<file path="config.mk">
export PLATFORM = sky130hd
export DESIGN_NAME = utf8_validity_checker_core
export DESIGN_NICKNAME = d
export VERILOG_FILES = /design/src/sv/utf8vc_pkg.sv /design/src/sv/utf8vc_step.sv /design/src/sv/utf8_validity_checker_core.sv
export SDC_FILE = /design/constraint.sdc
export NUM_CORES = 1
export LEC_CHECK = 0
export BUFFER_PORTS_ARGS = -buffer_cell sky130_fd_sc_hd__buf_2
export CELL_PAD_IN_SITES_DETAIL_PLACEMENT = 1
export CELL_PAD_IN_SITES_GLOBAL_PLACEMENT = 2
export CORE_ASPECT_RATIO = 0.9
export CORE_UTILIZATION = 33
export CTS_CLUSTER_DIAMETER = 150
export CTS_CLUSTER_SIZE = 30
export DETAILED_ROUTE_END_ITERATION = 6
export GPL_ROUTABILITY_DRIVEN = 0
export PLACE_DENSITY = 0.88
export REMOVE_ABC_BUFFERS = 1
export SLEW_MARGIN = 15
export SYNTH_ARGS = -nofsm -noshare
export SYNTH_HDL_FRONTEND = slang
export SYNTH_SLANG_ARGS = --single-unit
export TNS_END_PERCENT = 30
</file>
<file path="constraint.sdc">
create_clock -name clk -period 3.6 [get_ports clk]
set_clock_uncertainty 0.15 [all_clocks]
set_input_delay 0 -clock clk [delete_from_list [all_inputs] [get_ports clk]]
set_output_delay 0 -clock clk [all_outputs]
set_load 0.01 [all_outputs]
</file>
<file path="src/sv/utf8vc_pkg.sv">
// ----------------------------------------------------------------------------
// utf8vc_pkg
// Byte classes, DFA transition table, NUL modes and step result type
// ----------------------------------------------------------------------------
package utf8vc_pkg;

  // dfa states
  localparam logic [3:0] ST_ACCEPT  = 4'd0;
  localparam logic [3:0] ST_REJECT  = 4'd1;
  localparam logic [3:0] ST_LAST_IX = 4'd8;

  // nul handling modes
  typedef enum logic [1:0] {
    NUL_TERMINATE = 2'd0,
    NUL_DATA      = 2'd1,
    NUL_FORBID    = 2'd2,
    NUL_UNUSED    = 2'd3
  } nul_mode_t;

  // transition table, rows by state, columns by byte class
  localparam logic [3:0] NEXT_TBL [9][16] = '{
    '{4'd0,4'd1,4'd2,4'd3,4'd5,4'd8,4'd7,4'd1,4'd1,4'd1,4'd4,4'd6,4'd1,4'd1,4'd1,4'd1},
    '{4'd1,4'd1,4'd1,4'd1,4'd1,4'd1,4'd1,4'd1,4'd1,4'd1,4'd1,4'd1,4'd1,4'd1,4'd1,4'd1},
    '{4'd1,4'd0,4'd1,4'd1,4'd1,4'd1,4'd1,4'd0,4'd1,4'd0,4'd1,4'd1,4'd1,4'd1,4'd1,4'd1},
    '{4'd1,4'd2,4'd1,4'd1,4'd1,4'd1,4'd1,4'd2,4'd1,4'd2,4'd1,4'd1,4'd1,4'd1,4'd1,4'd1},
    '{4'd1,4'd1,4'd1,4'd1,4'd1,4'd1,4'd1,4'd2,4'd1,4'd1,4'd1,4'd1,4'd1,4'd1,4'd1,4'd1},
    '{4'd1,4'd2,4'd1,4'd1,4'd1,4'd1,4'd1,4'd1,4'd1,4'd2,4'd1,4'd1,4'd1,4'd1,4'd1,4'd1},
    '{4'd1,4'd1,4'd1,4'd1,4'd1,4'd1,4'd1,4'd3,4'd1,4'd3,4'd1,4'd1,4'd1,4'd1,4'd1,4'd1},
    '{4'd1,4'd3,4'd1,4'd1,4'd1,4'd1,4'd1,4'd3,4'd1,4'd3,4'd1,4'd1,4'd1,4'd1,4'd1,4'd1},
    '{4'd1,4'd3,4'd1,4'd1,4'd1,4'd1,4'd1,4'd1,4'd1,4'd1,4'd1,4'd1,4'd1,4'd1,4'd1,4'd1}
  };

  // outcome of one byte step
  typedef struct packed {
    logic [3:0] state_next;
    logic       skip_next;
    logic       res_en;
    logic       valid_res;
    logic       ended_by_nul;
  } step_res_t;

  // map a byte to its character class
  function automatic logic [3:0] byte_class(input logic [7:0] b);
    logic [3:0] cls;
    case (b) inside
      [8'h00:8'h7F]: cls = 4'd0;
      [8'h80:8'h8F]: cls = 4'd1;
      [8'h90:8'h9F]: cls = 4'd9;
      [8'hA0:8'hBF]: cls = 4'd7;
      [8'hC0:8'hC1]: cls = 4'd8;
      [8'hC2:8'hDF]: cls = 4'd2;
      8'hE0:         cls = 4'd10;
      8'hED:         cls = 4'd4;
      [8'hE1:8'hEF]: cls = 4'd3;
      8'hF0:         cls = 4'd11;
      [8'hF1:8'hF3]: cls = 4'd6;
      8'hF4:         cls = 4'd5;
      default:       cls = 4'd8;
    endcase
    return cls;
  endfunction

endpackage

</file>
<file path="src/sv/utf8vc_step.sv">
// ----------------------------------------------------------------------------
// utf8vc_step
// One byte of the validator: NUL handling, DFA transition and frame result
// ----------------------------------------------------------------------------
module utf8vc_step (
  input  logic [3:0]              state,
  input  logic                    skip,
  input  utf8vc_pkg::nul_mode_t   mode,
  input  logic [7:0]              data_byte,
  input  logic                    last_byte,
  output utf8vc_pkg::step_res_t   res
);
  import utf8vc_pkg::*;

  logic [3:0] cls;
  logic [3:0] dfa_next;
  logic       nul_ends;

  // class lookup and transition, unreachable codes act as reject
  assign cls = byte_class(data_byte);

  always_comb begin
    if (state > ST_LAST_IX) begin
      dfa_next = ST_REJECT;
    end else begin
      dfa_next = NEXT_TBL[state][cls];
    end
  end

  assign nul_ends = (data_byte == 8'h00) && ((mode == NUL_TERMINATE) || (mode == NUL_FORBID));

  // pick the outcome for this byte
  always_comb begin
    res.state_next   = state;
    res.skip_next    = skip;
    res.res_en       = 1'b0;
    res.valid_res    = 1'b0;
    res.ended_by_nul = 1'b0;
    if (skip) begin
      // discarding the tail of a frame that a NUL already ended
      if (last_byte) begin
        res.skip_next  = 1'b0;
        res.state_next = ST_ACCEPT;
      end
    end else if (nul_ends) begin
      res.res_en       = 1'b1;
      res.valid_res    = (mode == NUL_TERMINATE) && (state == ST_ACCEPT);
      res.ended_by_nul = 1'b1;
      res.state_next   = ST_ACCEPT;
      res.skip_next    = !last_byte;
    end else if (last_byte) begin
      res.res_en     = 1'b1;
      res.valid_res  = (dfa_next == ST_ACCEPT);
      res.state_next = ST_ACCEPT;
    end else begin
      res.state_next = dfa_next;
    end
  end

endmodule

</file>
<file path="src/sv/utf8_validity_checker_core.sv">
// ----------------------------------------------------------------------------
// utf8_validity_checker_core
// Streaming UTF-8 frame validator with configurable NUL handling
// ----------------------------------------------------------------------------
//  channel   | direction | payload
//  s_axis    | in        | tdata[7:0] data_byte, tlast last_byte
//  m_axis    | out       | tdata[0] valid_res, tuser ended_by_nul
//  cfg       | in        | cfg_wr_data nul_handling (0 end, 1 data, 2 forbid)
//
//  one byte per cycle while m_axis is not stalled; a byte is registered in the
//  input register, then its frame result in the output register
//  the DFA state update through the class/transition table sets the cycle
//  rst is synchronous; it empties both registers and restores NUL data mode
//  an output stall holds one result and one byte, then drops s_axis_tready
// ----------------------------------------------------------------------------
module utf8_validity_checker_core (
  input  logic       clk,
  input  logic       rst,
  // input bytes
  input  logic       s_axis_tvalid,
  output logic       s_axis_tready,
  input  logic [7:0] s_axis_tdata,   // [7:0] data_byte
  input  logic       s_axis_tlast,
  // frame results
  output logic       m_axis_tvalid,
  input  logic       m_axis_tready,
  output logic [7:0] m_axis_tdata,   // [0] valid_res, [7:1] zero
  output logic       m_axis_tuser,   // [0] ended_by_nul
  // configuration
  input  logic       cfg_wr_en,
  input  logic [1:0] cfg_wr_data
);
  import utf8vc_pkg::*;

  nul_mode_t  nul_handling;
  logic [3:0] dfa_state;
  logic       skip_rest;

  logic       in_valid;
  logic [7:0] in_byte;
  logic       in_last;

  logic       res_valid;
  logic       res_ok;
  logic       res_nul;

  logic       out_free;
  logic       step_fire;
  step_res_t  step;

  // output register can take a new result
  assign out_free      = !res_valid || m_axis_tready;
  assign step_fire     = in_valid && out_free;
  assign s_axis_tready = !in_valid || out_free;

  // configuration register
  always_ff @(posedge clk) begin
    if (rst) begin
      nul_handling <= NUL_DATA;
    end else if (cfg_wr_en) begin
      nul_handling <= nul_mode_t'(cfg_wr_data);
    end
  end

  // input register
  always_ff @(posedge clk) begin
    if (rst) begin
      in_valid <= 1'b0;
    end else if (s_axis_tready) begin
      in_valid <= s_axis_tvalid;
    end
  end

  always_ff @(posedge clk) begin
    if (s_axis_tready && s_axis_tvalid) begin
      in_byte <= s_axis_tdata;
      in_last <= s_axis_tlast;
    end
  end

  // per-byte step logic
  utf8vc_step u_step (
    .state     (dfa_state),
    .skip      (skip_rest),
    .mode      (nul_handling),
    .data_byte (in_byte),
    .last_byte (in_last),
    .res       (step)
  );

  // frame state
  always_ff @(posedge clk) begin
    if (rst) begin
      dfa_state <= ST_ACCEPT;
      skip_rest <= 1'b0;
    end else if (step_fire) begin
      dfa_state <= step.state_next;
      skip_rest <= step.skip_next;
    end
  end

  // result register
  always_ff @(posedge clk) begin
    if (rst) begin
      res_valid <= 1'b0;
    end else if (out_free) begin
      res_valid <= step_fire && step.res_en;
    end
  end

  always_ff @(posedge clk) begin
    if (step_fire && step.res_en) begin
      res_ok  <= step.valid_res;
      res_nul <= step.ended_by_nul;
    end
  end

  assign m_axis_tvalid = res_valid;
  assign m_axis_tdata  = {7'b0, res_ok};
  assign m_axis_tuser  = res_nul;

endmodule

</file>
Yosys cells after proc, flatten, opt, wreduce, memory -nomap -nowiden
Memory sizes are Yosys's and may differ from the RTL's.
Index checks and enable logic that the tools add are counted.
Widths: inputs -> output; s select.
{"block": "totals", "n_memories": 1, "out_inout_bits": 11, "romBits": 1024, "wordCells": 88, "ff_bits": 20}
{"block": "op_classes", "eq_ne": 6, "n_lt_le_gt_ge": 19, "n_bitwise": 2, "muxes": 27, "reduce_logical": 24}
{"name": "(no name shown)", "words": 16, "word_bits": 64, "read_ports": 1, "rd_ports_with_merged_regs": 0, "write_ports": 0, "line": "utf8vc_step.sv:26", "text": "dfa_next = NEXT_TBL[state][cls];"}
{"op": "$mux 64", "count": 2}
{"op": "$mux 4", "count": 17}
{"op": "$ge 8x8->1 const B", "count": 7}
{"op": "$le 8x8->1 const B", "count": 7}
{"op": "$eq 8x8->1 const B", "count": 4}
{"op": "$bmux 4 s4", "count": 1}
{"op": "$logic_and 1x1->1", "count": 13}
{"op": "$ge 5x5->1 const B", "count": 2}
{"op": "$mux 5", "count": 2}
{"op": "$not 4->5", "count": 2}
{"op": "$ge 8x1->1 const B", "count": 1}
{"op": "$le 8x7->1 const B", "count": 1}
{"op": "$logic_not 4->1", "count": 2}
{"op": "$logic_not 8->1", "count": 1}
{"op": "$gt 4x4->1 const B", "count": 1}
{"op": "$mux 2", "count": 2}
{"op": "$logic_not 1->1", "count": 3}
{"op": "$logic_or 1x1->1", "count": 3}
{"op": "$mux 3", "count": 1}
{"op": "$eq 2x2->1 const B", "count": 1}
{"op": "$logic_not 2->1", "count": 1}
{"op": "$mux 1", "count": 2}
{"op": "$ne 2x1->1 const B", "count": 1}
{"op": "$reduce_and 2->1", "count": 1}

Longest topological paths before layout
{"block": "logic_depth", "depth_word": 23, "depth_mapped": 8, "depth_no_buf": 7}

By module
A second synthesis with hierarchy kept.
{"block": "hier_totals", "cells_unflattened": 169, "hier_area_um2": 1521.5}
{"mod": "utf8_validity_checker_core", "cells_each": 60, "area_per_inst_um2": 788.3, "instances": 1}
{"mod": "utf8vc_step", "cells_each": 109, "area_per_inst_um2": 733.2, "instances": 1}

Worst setup path after synthesis
Ideal clock, no wire load.
{"block": "synth_timing", "path_kind": "flip-flop to flip-flop", "from": "reg in_byte[1]", "to": "reg res_ok, data pin", "slack_ps": 921, "arrival_ps": 2274, "required_ps": 3195, "path_stages_with_launch": 8, "n_path_buf": 0, "setup_ps": 255, "path_cell_list": "edfxtp_1 > or4_1 > nor3b_4 > or4_4 > nor2_2 > o21ai_0 > nor4b_1 > a31o_1"}
{"block": "synth_via", "elab_chain_len": 21}
{"item": "from (decl)", "line": "utf8_validity_checker_core.sv:40", "text": "logic [7:0] in_byte;"}
{"item": "from (signal assigned)", "line": "utf8_validity_checker_core.sv:76", "text": "in_byte <= s_axis_tdata;"}
{"item": "$ge 8x8->1 (not written as such) (tied with other cells)", "line": "utf8vc_step.sv:20", "text": "assign cls = byte_class(data_byte);"}
{"item": "$logic_and 1x1->1 (not written as such) / $mux 4 (equally long branches)", "line": "utf8vc_step.sv:20, utf8vc_pkg.sv:45"}
{"item": "$mux 4 (11 in a row)", "line": "utf8vc_pkg.sv:45", "text": "case (b) inside"}
{"item": "$not 4->5 (not written as such)", "line": "utf8vc_step.sv:26"}
{"item": "$bmux 4 s4", "line": "utf8vc_step.sv:26"}
{"item": "$mux 4 (not written as such) (2 in a row)", "line": "utf8vc_step.sv:26"}
{"item": "$mux 4", "line": "utf8vc_step.sv:23", "text": "if (state > ST_LAST_IX) begin"}
{"item": "$logic_not 4->1", "line": "utf8vc_step.sv:53", "text": "res.valid_res = (dfa_next == ST_ACCEPT);"}
{"item": "$mux 2", "line": "utf8vc_step.sv:51", "text": "end else if (last_byte) begin"}
{"item": "$mux 2 (*)", "line": "utf8vc_step.sv:45", "text": "end else if (nul_ends) begin"}
{"item": "to (signal assigned)", "line": "utf8_validity_checker_core.sv:113", "text": "res_ok <= step.valid_res;"}
{"item": "to (decl)", "line": "utf8_validity_checker_core.sv:44", "text": "logic res_ok;"}
Mark *: on every way between the ends. The rest lies on a longest branch, timed or not. The select of a mux whose other input is x is not followed.
A chain may end at the register's enable or synchronous reset.

Worst setup path after layout
{"block": "layout_timing", "from": "reg in_byte[0]", "to": "reg res_ok, data pin"}
The elaborated chain is that of the path after synthesis.

==> impl_metrics.toml <==
[floorplan]
ios = 27
start_util_pct = 35.9
die_h_um = 63.5
rows = 21
die_w_um = 70.3
die_area_mm2 = 0.00446
core_mm2 = 0.00386

[placed_design]
pre_cts_ws_ps = 665
port_buffers = 19
post-dp-hpwl_um = 2570

[clocking]
clock_latency_ps = 260
clock_sinks = 20
cts_buffer_depth = 2
h-tree-depth = 1
cts_tree = "yes"
cts.repair.resized = 0
postCtsSetupBuffers = 0
cts_buffers = 3
clkTransAtPathRegs_ps = 80
cts-root-buf = "clkbuf_8"
cts_hold_buf = 18

[critical_path]
critPathKind = "reg2reg"
reg2regPathDepth = 7
required_ps = 3570
crit_fanout = 9
critPathArrivalTime_ps = 2930
end_kind = "register"
critPathLaunchType = "register"

[synthesis]
synth_flop_cell = "edfxtp_1"
netlist_area_mm2 = 0.00139
yosysTopAreaCellShare_pct = 23.8
ys_warn_count = 0
async_reset_ff_share_pct = 0
synth-seq-cells = 20
yosys-top-cells-area = "edfxtp_1 (24%), dfxtp_1 (13%), buf_4 (6.0%)"
synth.largest_area_cell = "edfxtp_1"
synthTopCellsByCount = "buf_4 (11), edfxtp_1 (11), a21oi_1 (10), nand2_1 (10)"
syn_inst = 150
postSynthAreaPerCell_um2 = 9.24
yosys.cell_types.count = 56
ys_seq_area_share_pct = 36.8
synth_edf_count = 11

[detailed_routing]
ant_nets = 0
drt-total-wl_um = 3770
post-route-drc-count = 0
first_pass_iters = 4
wl_per_cell_um = 16.5
drtIter0Drc = 48
vias = 1271
vias_per_cell = 5.57

[finish]
fin_nets = 199
regArea_um2 = 510
antennaDiodeCount = 0
multi_input_area_um2 = 762
syn2layout_area_growth_pct = 22.8
nFillCells = 460
final_layout_size_suffix_gt1_share_pct = 20.9

[timing]
setup_viol = 0
tns_ps = 0
max_freq_ghz = 0.339
hold_viol_final = 0
fin_crit_sh_pct = 82.0
drv_slew = 0
slew_headroom_pct = 47.0
layout_min_cycle_time_ps = 2950
worst_slew_pin_slew_ps = 788
grt_setup_unrepaired = "false"
timing.final.ws_setup_ps = 647

[global_routing]
first_global_vias = 1371
antenna_found_initial = 0
grt_pass1_wl_um = 6510
grt_max_degree = 15
grt_usage_pct = 18.1
grt_remaining_overflow = 0

[pwr]
swShare_pct = 24.1
seqPwrFrac_pct = 45.5
switching_power_mw = 0.143
combPwrFrac_pct = 17.0
ir_drop_mv = 0.334
internal_power_mw = 0.450
power_frac_clock_pct = 37.6
power.leakage_nw = 0.655
p_per_area_mw_per_mm2 = 348
finalPower_mw = 0.593

[run]
drv_cap = 0

[min_path]
hold_class = "in2reg"
whs_path_depth = 2

[status]
status = "finished clean"
## layer usage
metal	GRT usage (%)	wire length, µm
met2	35.1	2030
met3	1.60	116
met5	0	0
met4	4.00	23
met1	21.2	1600
## power groups by stage
| stage | Combinational, mW | Clock, mW | Sequential (mW) |
|---|---|---|---|
| 3_5_place_dp | 0.0818 | 0 | 0.274 |
| 5_1_grt | 0.111 | 0.235 | 0.272 |
| 3_3_place_gp | 0.0788 | 0 | 0.273 |
| 2_1_floorplan | 0.0581 | 0 | 0.269 |
| 4_1_cts | 0.0978 | 0.226 | 0.268 |
| 6_report | 0.101 | 0.223 | 0.270 |
## flip-flops by register name, indices dropped and copies added (netlist names)
name and cells:
in_byte 8, dfa_state 4, nul_handling 2, in_last 1, in_valid 1, m_axis_tuser 1
m_axis_tvalid 1, res_ok 1, skip_rest 1
## path summary, 6_finish.rpt
kind / from / to / slack [ps]
setup / recovery: in_byte[0] / res_ok / 650
hold / removal: s_axis_tdata[7] / in_byte[7] / 300
setup reg to reg: in_byte[0] / res_ok / 650
hold reg to reg: m_axis_tvalid / m_axis_tvalid / 400
## per-stage QoR
stage               hold slack [ps]  util, %  area (µm²)  cells
global placement               26.4     37.6        1450    206
detailed placement             29.2     37.6        1450    206
CTS                             296     44.1        1700    228
global route                    312     44.1        1700    228
floorplan                     -80.9        -        1300    141
finish                          302     44.1        1700    228
## final cells by class
type,count,share of cell area [%]
clock buffers,3,2.42
clock inverters,1,1.76
inverters,7,1.54
multi-input cells,114,44.7
flip-flops and latches,20,30.0
well taps,46,3.38
repair buffers,37,16.2
## worst max-delay path, stage by stage, from the launching register on
cell and delay, ps:
edfxtp_1 510, or4_1 640, o211a_1 250, o221ai_2 290, mux2i_1 230, nor3_1 60
o41ai_1 470, a31o_1 220
## kinds of logic after synthesis
family          count (synthesis)  synth area share [%]
flops                          20                  36.8
compound gates                 39                  21.4
mux                             3                  2.17
buf+inv                        22                  9.84
simple gates                   65                  29.5
other cells                     1                 0.270
## placed cells by master (no fill, tap or decap), types with 3 or more instances in the layout
cell and instances:
buf_2 19, dlygate4sd3_1 18, edfxtp_1 11, nand2_1 10, a21oi_1 10, o21ai_0 9
dfxtp_1 9, nor2_1 8, inv_1 7, conb_1 7, nand3_1 5, or4_1 4
nor4_1 4, nor3_1 3, nand2b_1 3, nand3b_1 3, and2_1 3, mux2i_1 3
clkbuf_8 3
No activity file was read; power rests on OpenSTA's default activity.
